$ cat config.mk
export PLATFORM = sky130hd
export DESIGN_NAME = face_square_roi_builder_core
export DESIGN_NICKNAME = d
export VERILOG_FILES = /design/src/rtl/core/fsrb_pkg.sv /design/src/rtl/core/fsrb_roi_calc.sv /design/src/rtl/core/face_square_roi_builder_core.sv
export VERILOG_INCLUDE_DIRS = /design/src /design/src/rtl/core
export SDC_FILE = /design/constraint.sdc
export NUM_CORES = 2
export LEC_CHECK = 0
export BUFFER_PORTS_ARGS = -buffer_cell sky130_fd_sc_hd__buf_2
export CORE_ASPECT_RATIO = 0.7
export CORE_MARGIN = 2
export CORE_UTILIZATION = 27
export CTS_CLUSTER_SIZE = 14
export DETAILED_ROUTE_END_ITERATION = 12
export GPL_ROUTABILITY_DRIVEN = 0
export PLACE_DENSITY = 0.49
export RECOVER_POWER = 25
export SLEW_MARGIN = 30
export SYNTH_ARGS = -nofsm -noshare
export SYNTH_HDL_FRONTEND = slang
export SYNTH_SLANG_ARGS = --single-unit
$ cat constraint.sdc
create_clock -name clk -period 16.4 [get_ports clk]
set_input_delay 2.46 -clock clk [delete_from_list [all_inputs] [get_ports clk]]
set_output_delay 2.46 -clock clk [all_outputs]
set_load 0.02 [all_outputs]
$ cat src/rtl/core/face_square_roi_builder_core_defines.svh
// ----------------------------------------------------------------------------
// Face square ROI builder: assertion macros
// Shared concurrent assertion forms, clocked on clk with async reset rst_n.
// ----------------------------------------------------------------------------
`ifndef FACE_SQUARE_ROI_BUILDER_CORE_DEFINES_SVH
`define FACE_SQUARE_ROI_BUILDER_CORE_DEFINES_SVH

// Consequent must hold in the same cycle as the antecedent.
`define FSRB_ASSERT_NOW(label, ante, cons, msg) \
    label: assert property (@(posedge clk) disable iff (!rst_n) (ante) |-> (cons)) \
        else $error(msg);

// Consequent must hold in the cycle after the antecedent.
`define FSRB_ASSERT_NEXT(label, ante, cons, msg) \
    label: assert property (@(posedge clk) disable iff (!rst_n) (ante) |=> (cons)) \
        else $error(msg);

`endif

$ cat src/rtl/core/fsrb_pkg.sv
// ----------------------------------------------------------------------------
// Face square ROI builder package
// Fixed field widths, register indexes, reset values and the span bundle.
// ----------------------------------------------------------------------------
package fsrb_pkg;

    // Coordinate field width (signed / unsigned Q12.4 style fields).
    localparam int COORD_W    = 16;
    // Running minimum and maximum width, signed.
    localparam int SPAN_W     = 18;
    // Width of min + max and of max - min, signed.
    localparam int SUM_W      = 19;
    // Magnitude of a non-negative span.
    localparam int SPAN_MAG_W = 17;
    // Expand scale width, unsigned Q4.8.
    localparam int SCALE_W    = 12;
    // Configuration index width.
    localparam int CFG_IDX_W  = 2;

    // Register reset values.
    localparam int IMG_COLS_RST     = 640;
    localparam int IMG_ROWS_RST     = 480;
    localparam int EXPAND_SCALE_RST = 256;

    // Configuration register indexes.
    typedef enum logic [CFG_IDX_W-1:0] {
        CFG_IMG_COLS     = 2'd0,
        CFG_IMG_ROWS     = 2'd1,
        CFG_EXPAND_SCALE = 2'd2
    } cfg_reg_t;

    // Bounding extent of one finished face.
    typedef struct packed {
        logic signed [SPAN_W-1:0] min_x;
        logic signed [SPAN_W-1:0] min_y;
        logic signed [SPAN_W-1:0] max_x;
        logic signed [SPAN_W-1:0] max_y;
    } span_box_t;

endpackage

$ cat src/rtl/core/fsrb_roi_calc.sv
// ----------------------------------------------------------------------------
// Face square ROI builder: crop calculation pipeline
// Three stages: span and multiply, side ceiling and clamp, placement.
// ----------------------------------------------------------------------------
`include "face_square_roi_builder_core_defines.svh"

module fsrb_roi_calc #(
    parameter int COORD_FRAC_BITS = 4,
    parameter int FRAME_DIM_BITS  = 12
) (
    input  logic                            clk,
    input  logic                            rst_n,
    input  logic [FRAME_DIM_BITS-1:0]       img_cols,
    input  logic [FRAME_DIM_BITS-1:0]       img_rows,
    input  logic [fsrb_pkg::SCALE_W-1:0]    expand_scale,
    input  logic                            box_valid,
    output logic                            box_ready,
    input  fsrb_pkg::span_box_t             box,
    output logic                            roi_valid,
    input  logic                            roi_ready,
    output logic                            roi_ok,
    output logic [FRAME_DIM_BITS-1:0]       roi_left,
    output logic [FRAME_DIM_BITS-1:0]       roi_top,
    output logic [FRAME_DIM_BITS-1:0]       roi_side
);
    import fsrb_pkg::*;

    localparam int ProdW     = SPAN_MAG_W + SCALE_W;
    localparam int CeilShift = COORD_FRAC_BITS + 8;
    localparam int DimW      = FRAME_DIM_BITS;
    localparam int NW        = ((SUM_W > DimW + COORD_FRAC_BITS) ?
                                SUM_W : DimW + COORD_FRAC_BITS) + 2;
    localparam logic [ProdW:0]  RoundUp = (ProdW+1)'((1 << CeilShift) - 1);
    localparam logic [DimW-1:0] MinSide = DimW'(2);
    localparam logic [NW-1:0]   Half    = NW'(1) << COORD_FRAC_BITS;

    // Stage handshake.
    logic s2_valid_reg, s3_valid_reg, s4_valid_reg;
    logic s2_ready, s3_ready, s4_ready;
    logic s2_fire, s3_fire, box_fire;

    // Stage 2 registers.
    logic [ProdW-1:0]        prod_reg, prod_next;
    logic signed [SUM_W-1:0] s2_sum_x_reg, s2_sum_y_reg, sum_x_next, sum_y_next;
    logic                    s2_ok_reg, ok_next;

    // Stage 3 registers.
    logic [DimW-1:0]         side_reg, side_next;
    logic signed [SUM_W-1:0] s3_sum_x_reg, s3_sum_y_reg;
    logic                    s3_ok_reg;

    // Output registers.
    logic            roi_ok_reg, roi_ok_next;
    logic [DimW-1:0] roi_left_reg, roi_left_next;
    logic [DimW-1:0] roi_top_reg, roi_top_next;
    logic [DimW-1:0] roi_side_reg, roi_side_next;

    // Ready flows back stage by stage; an empty stage always takes a beat.
    assign s4_ready  = !s4_valid_reg || roi_ready;
    assign s3_ready  = !s3_valid_reg || s4_ready;
    assign s2_ready  = !s2_valid_reg || s3_ready;
    assign box_ready = s2_ready;
    assign box_fire  = box_valid && s2_ready;
    assign s2_fire   = s2_valid_reg && s3_ready;
    assign s3_fire   = s3_valid_reg && s4_ready;

    // Stage 2: larger span, scaled by the expand factor.
    always_comb
    begin
        logic signed [SUM_W-1:0] dx;
        logic signed [SUM_W-1:0] dy;
        logic signed [SUM_W-1:0] big;
        logic [SPAN_MAG_W-1:0]   mag;
        dx  = SUM_W'(box.max_x) - SUM_W'(box.min_x);
        dy  = SUM_W'(box.max_y) - SUM_W'(box.min_y);
        big = (dy > dx) ? dy : dx;
        mag = big[SUM_W-1] ? '0 : big[SPAN_MAG_W-1:0];
        prod_next  = ProdW'(mag) * ProdW'(expand_scale);
        sum_x_next = SUM_W'(box.min_x) + SUM_W'(box.max_x);
        sum_y_next = SUM_W'(box.min_y) + SUM_W'(box.max_y);
        ok_next    = (img_cols >= MinSide) && (img_rows >= MinSide);
    end

    // Stage 3: ceiling of the product, clamped to the smaller frame side, made even.
    always_comb
    begin
        logic [ProdW:0]  side_raw;
        logic [DimW-1:0] dim;
        logic [DimW-1:0] side_c;
        side_raw = ((ProdW+1)'(prod_reg) + RoundUp) >> CeilShift;
        dim      = (img_cols < img_rows) ? img_cols : img_rows;
        if (side_raw > (ProdW+1)'(dim))
        begin
            side_c = dim;
        end
        else if (side_raw < (ProdW+1)'(MinSide))
        begin
            side_c = MinSide;
        end
        else
        begin
            side_c = side_raw[DimW-1:0];
        end
        side_next = {side_c[DimW-1:1], 1'b0};
    end

    // Stage 4: rounded center minus half the side, clamped into the frame.
    function automatic logic [DimW-1:0] place(
        input logic signed [SUM_W-1:0] sum,
        input logic [DimW-1:0]         side,
        input logic [DimW-1:0]         frame_dim
    );
        logic signed [NW-1:0] n;
        logic [NW-1:0]        mag;
        logic [NW-1:0]        q;
        logic signed [NW-1:0] v;
        logic signed [NW-1:0] hi;
        n   = NW'(sum) - $signed(NW'(side) << COORD_FRAC_BITS);
        mag = n[NW-1] ? NW'(-n) : NW'(n);
        q   = (mag + Half) >> (COORD_FRAC_BITS + 1);
        v   = n[NW-1] ? -$signed(q) : $signed(q);
        hi  = $signed(NW'(frame_dim)) - $signed(NW'(side));
        if (v > hi)
        begin
            v = hi;
        end
        if (v < 0)
        begin
            v = '0;
        end
        return v[DimW-1:0];
    endfunction

    always_comb
    begin
        logic [DimW-1:0] left_c;
        left_c = place(s3_sum_x_reg, side_reg, img_cols);
        if (s3_ok_reg)
        begin
            roi_ok_next   = 1'b1;
            roi_left_next = {left_c[DimW-1:1], 1'b0};
            roi_top_next  = place(s3_sum_y_reg, side_reg, img_rows);
            roi_side_next = side_reg;
        end
        else
        begin
            roi_ok_next   = 1'b0;
            roi_left_next = '0;
            roi_top_next  = '0;
            roi_side_next = '0;
        end
    end

    // Stage valid flags.
    always_ff @(posedge clk or negedge rst_n)
    begin
        if (!rst_n)
        begin
            s2_valid_reg <= 1'b0;
            s3_valid_reg <= 1'b0;
            s4_valid_reg <= 1'b0;
        end
        else
        begin
            if (s2_ready)
            begin
                s2_valid_reg <= box_valid;
            end
            if (s3_ready)
            begin
                s3_valid_reg <= s2_valid_reg;
            end
            if (s4_ready)
            begin
                s4_valid_reg <= s3_valid_reg;
            end
        end
    end

    // Stage payloads.
    always_ff @(posedge clk)
    begin
        if (box_fire)
        begin
            prod_reg     <= prod_next;
            s2_sum_x_reg <= sum_x_next;
            s2_sum_y_reg <= sum_y_next;
            s2_ok_reg    <= ok_next;
        end
        if (s2_fire)
        begin
            side_reg     <= side_next;
            s3_sum_x_reg <= s2_sum_x_reg;
            s3_sum_y_reg <= s2_sum_y_reg;
            s3_ok_reg    <= s2_ok_reg;
        end
        if (s3_fire)
        begin
            roi_ok_reg   <= roi_ok_next;
            roi_left_reg <= roi_left_next;
            roi_top_reg  <= roi_top_next;
            roi_side_reg <= roi_side_next;
        end
    end

    assign roi_valid = s4_valid_reg;
    assign roi_ok    = roi_ok_reg;
    assign roi_left  = roi_left_reg;
    assign roi_top   = roi_top_reg;
    assign roi_side  = roi_side_reg;

    // Checks on the finished crop.
    logic [DimW:0] roi_right;
    assign roi_right = (DimW+1)'(roi_left) + (DimW+1)'(roi_side);

    `FSRB_ASSERT_NOW(a_crop_even, roi_valid && roi_ok,
        !roi_side[0] && !roi_left[0] && (roi_side >= MinSide), "crop side or left not even")
    `FSRB_ASSERT_NOW(a_crop_zero, roi_valid && !roi_ok,
        (roi_left == '0) && (roi_top == '0) && (roi_side == '0), "failed crop not zero")
    `FSRB_ASSERT_NOW(a_crop_fits, roi_valid && roi_ok,
        (roi_right <= (DimW+1)'(img_cols)) && (roi_side <= img_rows),
        "crop leaves the frame")

endmodule

$ cat src/rtl/core/face_square_roi_builder_core.sv
// ----------------------------------------------------------------------------
// Face square ROI builder
// Tracks the extent of a face box and its landmarks and builds a square crop.
// ----------------------------------------------------------------------------
//  Channel | Direction | Handshake              | Beat carries
//  item    | in        | item_valid/item_ready  | item_x, item_y, item_width,
//          |           |                        | item_height, last_item
//  roi     | out       | roi_valid/roi_ready    | roi_ok, roi_left, roi_top, roi_side
//  cfg     | in        | cfg_write, no stall    | cfg_index, cfg_data
//
//  One item beat is taken per cycle while item_ready is high; the result of a last
//  item passes through the input register, the span update and three crop stages
//  (multiply, side clamp, placement).
//  Reset loads the frame size 640 x 480 and scale 1.0 and clears the running extent.
//  A stalled roi channel fills the crop stages; item beats without last_item keep
//  flowing, and a last item waits only when the crop pipeline is full.
// ----------------------------------------------------------------------------
`include "face_square_roi_builder_core_defines.svh"

module face_square_roi_builder_core #(
    parameter int COORD_FRAC_BITS = 4,
    parameter int FRAME_DIM_BITS  = 12
) (
    input  logic                                    clk,
    input  logic                                    rst_n,
    input  logic                                    cfg_write,
    input  logic [fsrb_pkg::CFG_IDX_W-1:0]          cfg_index,
    input  logic [((FRAME_DIM_BITS > fsrb_pkg::SCALE_W) ?
                   FRAME_DIM_BITS : fsrb_pkg::SCALE_W)-1:0] cfg_data,
    input  logic                                    item_valid,
    output logic                                    item_ready,
    input  logic signed [fsrb_pkg::COORD_W-1:0]     item_x,
    input  logic signed [fsrb_pkg::COORD_W-1:0]     item_y,
    input  logic [fsrb_pkg::COORD_W-1:0]            item_width,
    input  logic [fsrb_pkg::COORD_W-1:0]            item_height,
    input  logic                                    last_item,
    output logic                                    roi_valid,
    input  logic                                    roi_ready,
    output logic                                    roi_ok,
    output logic [FRAME_DIM_BITS-1:0]               roi_left,
    output logic [FRAME_DIM_BITS-1:0]               roi_top,
    output logic [FRAME_DIM_BITS-1:0]               roi_side
);
    import fsrb_pkg::*;

    // Configuration registers.
    logic [FRAME_DIM_BITS-1:0] img_cols_reg, img_rows_reg;
    logic [SCALE_W-1:0]        expand_scale_reg;

    // Input register.
    logic                      in_valid_reg;
    logic signed [COORD_W-1:0] in_x_reg, in_y_reg;
    logic [COORD_W-1:0]        in_w_reg, in_h_reg;
    logic                      in_last_reg;
    logic                      in_fire;

    // Running extent.
    logic signed [SPAN_W-1:0] span_min_x_reg, span_min_y_reg;
    logic signed [SPAN_W-1:0] span_max_x_reg, span_max_y_reg;
    logic                     collecting_reg, collecting_next;
    span_box_t                span_next;

    // Finished face handed to the crop pipeline.
    logic      box_valid_reg, box_valid_next;
    span_box_t box_reg;
    logic      box_ready;
    logic      box_fire;

    // Configuration writes; an unused index is dropped.
    always_ff @(posedge clk or negedge rst_n)
    begin
        if (!rst_n)
        begin
            img_cols_reg     <= FRAME_DIM_BITS'(IMG_COLS_RST);
            img_rows_reg     <= FRAME_DIM_BITS'(IMG_ROWS_RST);
            expand_scale_reg <= SCALE_W'(EXPAND_SCALE_RST);
        end
        else if (cfg_write)
        begin
            unique case (cfg_index)
                CFG_IMG_COLS:     img_cols_reg     <= cfg_data[FRAME_DIM_BITS-1:0];
                CFG_IMG_ROWS:     img_rows_reg     <= cfg_data[FRAME_DIM_BITS-1:0];
                CFG_EXPAND_SCALE: expand_scale_reg <= cfg_data[SCALE_W-1:0];
                default:          ;
            endcase
        end
    end

    // A middle item always retires; a last item needs room in the crop stage.
    assign box_fire   = box_valid_reg && box_ready;
    assign in_fire    = in_valid_reg && (!in_last_reg || !box_valid_reg || box_ready);
    assign item_ready = !in_valid_reg || in_fire;

    // Merge the item into the running extent, or start a new face.
    always_comb
    begin
        logic signed [SPAN_W-1:0] x1;
        logic signed [SPAN_W-1:0] y1;
        logic signed [SPAN_W-1:0] x2;
        logic signed [SPAN_W-1:0] y2;
        x1 = SPAN_W'(in_x_reg);
        y1 = SPAN_W'(in_y_reg);
        x2 = x1 + $signed(SPAN_W'(in_w_reg));
        y2 = y1 + $signed(SPAN_W'(in_h_reg));
        if (!collecting_reg)
        begin
            span_next.min_x = x1;
            span_next.min_y = y1;
            span_next.max_x = x2;
            span_next.max_y = y2;
        end
        else
        begin
            span_next.min_x = (x1 < span_min_x_reg) ? x1 : span_min_x_reg;
            span_next.min_y = (y1 < span_min_y_reg) ? y1 : span_min_y_reg;
            span_next.max_x = (x2 > span_max_x_reg) ? x2 : span_max_x_reg;
            span_next.max_y = (y2 > span_max_y_reg) ? y2 : span_max_y_reg;
        end
        collecting_next = !in_last_reg;
        box_valid_next  = (in_fire && in_last_reg) || (box_valid_reg && !box_ready);
    end

    // Control and extent state.
    always_ff @(posedge clk or negedge rst_n)
    begin
        if (!rst_n)
        begin
            in_valid_reg   <= 1'b0;
            box_valid_reg  <= 1'b0;
            collecting_reg <= 1'b0;
            span_min_x_reg <= '0;
            span_min_y_reg <= '0;
            span_max_x_reg <= '0;
            span_max_y_reg <= '0;
        end
        else
        begin
            if (item_ready)
            begin
                in_valid_reg <= item_valid;
            end
            box_valid_reg <= box_valid_next;
            if (in_fire)
            begin
                collecting_reg <= collecting_next;
                span_min_x_reg <= span_next.min_x;
                span_min_y_reg <= span_next.min_y;
                span_max_x_reg <= span_next.max_x;
                span_max_y_reg <= span_next.max_y;
            end
        end
    end

    // Item and finished-face payloads.
    always_ff @(posedge clk)
    begin
        if (item_valid && item_ready)
        begin
            in_x_reg    <= item_x;
            in_y_reg    <= item_y;
            in_w_reg    <= item_width;
            in_h_reg    <= item_height;
            in_last_reg <= last_item;
        end
        if (in_fire && in_last_reg)
        begin
            box_reg <= span_next;
        end
    end

    // Crop calculation.
    fsrb_roi_calc #(
        .COORD_FRAC_BITS (COORD_FRAC_BITS),
        .FRAME_DIM_BITS  (FRAME_DIM_BITS)
    ) u_roi_calc (
        .clk          (clk),
        .rst_n        (rst_n),
        .img_cols     (img_cols_reg),
        .img_rows     (img_rows_reg),
        .expand_scale (expand_scale_reg),
        .box_valid    (box_valid_reg),
        .box_ready    (box_ready),
        .box          (box_reg),
        .roi_valid    (roi_valid),
        .roi_ready    (roi_ready),
        .roi_ok       (roi_ok),
        .roi_left     (roi_left),
        .roi_top      (roi_top),
        .roi_side     (roi_side)
    );

    // Checks on the running extent.
    `FSRB_ASSERT_NOW(a_extent_order, collecting_reg,
        (span_min_x_reg <= span_max_x_reg) && (span_min_y_reg <= span_max_y_reg),
        "running extent inverted")
    `FSRB_ASSERT_NEXT(a_face_ends, in_fire && in_last_reg,
        !collecting_reg && box_valid_reg, "last item did not close the face")
    `FSRB_ASSERT_NEXT(a_face_grows, in_fire && !in_last_reg,
        collecting_reg, "middle item did not keep the face open")

endmodule
# Yosys cells after proc, flatten, opt, wreduce, memory -nomap -nowiden
# Index checks and enable logic that the tools add are counted.
[op_classes]
n_eq_ne = 2
n_reduce_logical = 28
n_mul = 1
n_bitwise = 1
mux = 18
n_lt_le_gt_ge = 14
addsub = 17
[ops]
columns = ["op", "n"]
rows = [
  ["2-to-1 mux 21 bit", 7],
  ["2-to-1 mux 18 bit", 4],
  ["2-to-1 mux 72 bit", 1],
  ["adder 21 x 5 -> 21 bit, second input constant", 2],
  ["greater-than comparator 21 bit", 2],
  ["< comparator 21 x 1 -> 1 bit, second input constant", 2],
  ["negation 16 -> 21 bit", 2],
  ["negation 21 bit", 2],
  ["subtractor 19 x 17 -> 20 bit", 2],
  ["adder 18 x 18 -> 19 bit", 2],
  ["subtractor 18 x 18 -> 19 bit", 2],
  ["adder 16 x 17 -> 18 bit", 2],
  ["greater-than comparator 18 bit", 2],
  ["< comparator 16 x 18 -> 1 bit", 2],
  ["2-to-1 mux 12 bit", 3],
  ["adder 29 x 12 -> 30 bit, second input constant", 1],
  ["multiplier 17 x 12 -> 29 bit", 1],
  ["subtractor 12 x 12 -> 13 bit", 2],
  [">= comparator 12 x 2 -> 1 bit, second input constant", 2],
  ["greater-than comparator 19 bit", 1],
  ["2-to-1 mux 19 bit", 1],
  ["greater-than comparator 18 x 12 -> 1 bit", 1],
  ["< comparator 18 x 2 -> 1 bit, second input constant", 1],
  ["2-to-1 mux 17 bit", 1],
  ["11 further kinds", 33],
]
[totals]
elab_cells = 116
output_inout_bits = 39
reg_bits = 405

# Depth between registers and ports, before layout
[logic_depth]
word_depth = 11
ltp_mapped = 49

# Modules after synthesis
# Synthesis repeated with hierarchy kept, for this count alone.
[hier_totals]
cells_unflattened = 3515
area_unflattened_um2 = 35612.9
[by_module_without_submodules]
columns = ["module", "n_inst", "area_each_um2", "cells_per_inst", "seq_area_each_um2"]
rows = [
  ["fsrb_roi_calc", 1, 23112.2, 2585, 4669.5],
  ["face_square_roi_builder_core", 1, 12500.7, 930, 6900.4],
]

# Worst setup path after synthesis
# No wires, ideal clock.
[synth_timing]
kind = "register -> register"
startpoint = "reg box_reg[18] (netlist bit)"
endpoint = "reg u_roi_calc.prod_reg[27], data pin"
arrival_time_ns = 9.770
required_ns = 16.142
setup_ns = 0.258
slack_ns = 6.373
path_stages_with_launch = 41
period_less_slack_ns = 10.027
cell_sequence = "edfxtp_1 inv_1 ha_1 inv_1 fa_1 a21o_1 a21oi_1 nand2b_1 a211oi_1 o31a_1 a221o_1 a31oi_1 nand2b_1 a31oi_1 clkbuf_1 clkbuf_1 ha_1 inv_1 [5 not listed] a21o_1 fa_1 fa_1 fa_1 fa_1 inv_1 fa_1 inv_1 ha_1 and3_1 o311ai_0 o21ai_0 o41ai_1 o21ai_0 o41ai_1 o21bai_1 a21oi_1 xnor2_1"
[synth_via]
elab_chain_len = 5
[synth_rtl]
columns = ["element", "line_no", "rtl"]
rows = [
  ["start: declaration", "face_square_roi_builder_core.sv:65", "span_box_t box_reg;"],
  ["start signal: assignment", "face_square_roi_builder_core.sv:167", "box_reg <= span_next;"],
  ["subtractor 18 x 18 -> 19 bit *", "fsrb_roi_calc.sv:74", "dx = SUM_W'(box.max_x) - SUM_W'(box.min_x);"],
  ["greater-than comparator 19 bit", "fsrb_roi_calc.sv:76", "big = (dy > dx) ? dy : dx;"],
  ["2-to-1 mux 19 bit *", "fsrb_roi_calc.sv:76", ""],
  ["2-to-1 mux 17 bit *", "fsrb_roi_calc.sv:77", "mag = big[SUM_W-1] ? '0 : big[SPAN_MAG_W-1:0];"],
  ["multiplier 17 x 12 -> 29 bit *", "fsrb_roi_calc.sv:78", "prod_next = ProdW'(mag) * ProdW'(expand_scale);"],
  ["named net u_roi_calc.prod_next[27]", "fsrb_roi_calc.sv:43", "logic [ProdW-1:0] prod_reg, prod_next;"],
  ["end signal: assignment", "fsrb_roi_calc.sv:185", "prod_reg <= prod_next;"],
  ["end: declaration", "fsrb_roi_calc.sv:43", ""],
]
# The timed path passes the listed nets; every way through them passes the cells marked *.
# A chain may end at the register's enable or synchronous reset.

# Worst setup path after layout
[layout_timing]
startpoint = "reg box_reg[20] (netlist bit)"
endpoint = "reg u_roi_calc.prod_reg[27], data pin"
# Same word-level chain as after synthesis.

==> results.json <==
{
  "worst_skew_pair.late_latency_ps": 650,
  "netlist_area_sq_mm": 0.03660,
  "yosys_warnings": 0,
  "run_status": "finished with violations",
  "highest-signal-layer": "met5",
  "post-dp-hpwl_um": 84450,
  "cts.repair_timing.setup_buffer_count": 0,
  "largest_register_ffs": 72,
  "area_fraction_in_compound_gates_after_synthesis_pct": 14.41,
  "worst_hold_startpoint": "u_roi_calc.s2_sum_y_reg[18]$_DFFE_PP_",
  "crit_path_max_incr_delay_ps": 850,
  "synth.distinct_cells": 94,
  "timing.final.setup_violations": 0,
  "grt_start_max_net_pins": 298,
  "layout-drive-gt1-share_pct": 12.08,
  "failed_checks": "capacitance limit, slew limit",
  "hold_violations": 0,
  "wl_met1_um": 54530,
  "async_reset_ff_share_pct": 28.22,
  "grt_antenna_before_repair": 13,
  "cap_viol_max_count": 2,
  "io_pins": 123,
  "ys.flop_type": "sky130_fd_sc_hd__edfxtp_1",
  "overall_fraction_of_global_route_tracks_in_use_pct": 15.67,
  "fmaxAchievable_ghz": 0.08507,
  "detail_route.iter0.violations": 2233,
  "critical_path.most_common_cell": "sky130_fd_sc_hd__a21oi_1",
  "tightest_slew_ps": 4627,
  "synth_to_final_area_change_pct": 12.04,
  "cp_data_required_time_ps": 16780,
  "layout.nets": 4534,
  "via_count_of_the_first_global_routing_pass": 27070,
  "holdCritPathClass": "reg2reg",
  "grt_first_pass_wirelength_um": 168200,
  "area_of_the_core_sq_mm": 0.1338,
  "numClockSinks": 404,
  "synth_simple_gate_area_share_pct": 14.67,
  "ys_seq_area_share_pct": 31.61,
  "cts_hold_repair.buffers": 0,
  "min_period_ps": 11750,
  "number_of_vias_per_cell": 4.921,
  "routedWlPerCell_um": 19.18,
  "detailedRoute.firstPassIterationCount": 5,
  "synth_edf_count": 290,
  "met3_wirelength_um": 9375,
  "worst-path-max-fanout": 114,
  "worstSetupPathType": "reg2reg",
  "yosys.area_share.adder_pct": 21.59,
  "slew_headroom_pct": -208.5,
  "n_fill_cell": 13920,
  "initial_utilization_pct": 27.35,
  "clock-root-buffer": "sky130_fd_sc_hd__clkbuf_16",
  "placement_row_count": 112,
  "drt_drc_violations_left": 0,
  "global_route_congestion_overflow_total": 0,
  "totalWireLength_um": 109900,
  "worstSetupStartpointType": "flop",
  "place.port_buffers": 120,
  "synth_top_family_by_area": "adder cells",
  "crit_path_end_kind": "flop",
  "die-height_um": 312.0,
  "synth.ff_latch_count": 404,
  "final_antenna_net_count": 0,
  "cts-htree-levels": 2,
  "die_area_sq_mm": 0.1386,
  "finalMaxSlewViolations": 82,
  "cp.arrival_ps": 12140,
  "final_clock_period_utilization_by_the_worst_path_pct": 71.67,
  "finClkSkew_ps": 34.41,
  "dieWidth_um": 444.0,
  "yosys-mux-area-fraction_pct": 5.781,
  "avgSynthCellArea_sq_um": 9.437,
  "rr_startpoint": "box_reg[20]$_DFFE_PP_",
  "cts_buffer_depth": 3,
  "cts_tree": "yes",
  "total_negative_setup_slacks_ps": 0,
  "synthesized_instance_count": 3878,
  "detailroute.via_count": 28180,
  "clock_transition_time_at_the_flip_flop_clock_pins_of_the_worst_setup_and_hold_paths_ps": 70,
  "wl_met2_um": 43290,
  "crit_path_top_delay_cell": "sky130_fd_sc_hd__o41ai_1",
  "synth_xor_xnor_area_share_pct": 5.563,
  "cts-buffers-inserted": 49,
  "setup_repair_after_global_routing_missed_its_margin": "no",
  "startpoint": "box_reg[20]$_DFFE_PP_",
  "postCtsResizedCells": 0
}
-- Yosys cell counts, drive strengths merged (15+ instances only) --
master  instances  area, sq um
nand2b         49        306.5
a21o          125        938.4
inv           434         1629
o21a           22        165.2
a211oi         36        310.3
nand2         148        555.5
mux2          152         1712
o31ai          18        135.1
nor2b          41        256.5
and2           49        306.6
o22ai          26        162.7
xnor2         170         1496
nand4          41        256.5
nor3          225         1131
edfxtp        290         8708
clkbuf        142        534.3
o21bai         28        210.2
nor2          337         1265
a31oi          45        281.5
fa            160         3203
xor2           59        516.8
dfrtp         107         2678
buf            35        160.1
or2            15        93.84
ha            374         4679
nand3          78        390.4
a21oi         270         1355
nor4           26        196.4
and3           26        162.7
or3            19        123.9
o21ai         120        600.6
mux2i          40        404.1
-- worst paths after layout --
kind,slack (ps),endpoint,depth (start not counted)
worst min-delay path,400,u_roi_calc.s3_sum_y_reg[18]$_DFFE_PP_,0
worst max-delay path,4650,u_roi_calc.prod_reg[27]$_DFFE_PP_,43
min in group asynchronous,3470,span_min_x_reg[12]$_DFFE_PN0P_,1
worst min register to register,400,u_roi_calc.s3_sum_y_reg[18]$_DFFE_PP_,0
max in group asynchronous,10280,img_cols_reg[6]$_DFFE_PN0P_,1
worst max register to register,4650,u_roi_calc.prod_reg[27]$_DFFE_PP_,43
-- layout make-up --
type	count	area, sq um	area share, %
Sequential cell	404	11570	28.22
Inverter	434	1629	3.973
Multi-Input combinational cell	2864	22970	56.01
Timing Repair Buffer	163	962.2	2.347
Clock buffer	61	1301	3.174
Antenna cell	4	10.01	0.02441
Clock inverter	30	352.8	0.8605
Tap cell	1767	2211	5.392
-- cells by family (layout without fill, tap and decap cells) --
kind of cell / Yosys count / after routing
flip-flops: 404 / 404
multiplexers: 192 / 192
adder cells (fa/ha/maj): 536 / 536
buffers and inverters: 611 / 688
AO/OA/AOI/OAI: 814 / 814
other: 1 / 6
XOR/XNOR: 230 / 230
AND/OR/NAND/NOR: 1090 / 1090
-- critical path, delay by kind of cell, from the launching register on --
kind | cells | cell delay [ps]
fa+ha+maj | 8 | 2990
xor+xnor | 2 | 820
flops | 1 | 410
buf+inv | 8 | 1410
simple gates | 5 | 750
compound gates | 20 | 5050
-- placed cells by master (no fill, tap or decap), drive strengths merged, types with 59 or more instances in the layout --
| cell type | instances |
|---|---|
| nor3 | 225 |
| fa | 160 |
| xor2 | 59 |
| nand3 | 78 |
| xnor2 | 170 |
| inv | 442 |
| buf | 156 |
| edfxtp | 290 |
| a21oi | 270 |
| ha | 374 |
| a21o | 125 |
| mux2 | 152 |
| o21ai | 120 |
| nor2 | 337 |
| nand2 | 148 |
| clkbuf | 68 |
| dfrtp | 107 |
-- per-layer routing --
metal  GRT usage (%)  vias to the layer above
met5               0                        -
li1                -                    13760
met4           4.196                        2
met3           4.186                      130
met1           23.46                    13430
met2           21.86                      869
-- metrics by stage --
step | hold slack [ps] | instance area (sq um) | utilization [%] | worst slack (ps) | instances
2_1_floorplan | 400.3 | 36600 | - | 6373 | 3879
4_1_cts | 398.6 | 40970 | 30.61 | 4225 | 5722
3_5_place_dp | 405.4 | 39310 | 29.38 | 4270 | 5631
5_1_grt | 406.9 | 41000 | 30.64 | 3676 | 5726
3_3_place_gp | 403.4 | 39250 | 29.33 | 4485 | 5629
6_report | 403.6 | 41000 | 30.64 | 4646 | 5727
Power is left out: the tool's default activity adds up to more than one toggle a clock period on the data nets, which glitch-free logic cannot reach.
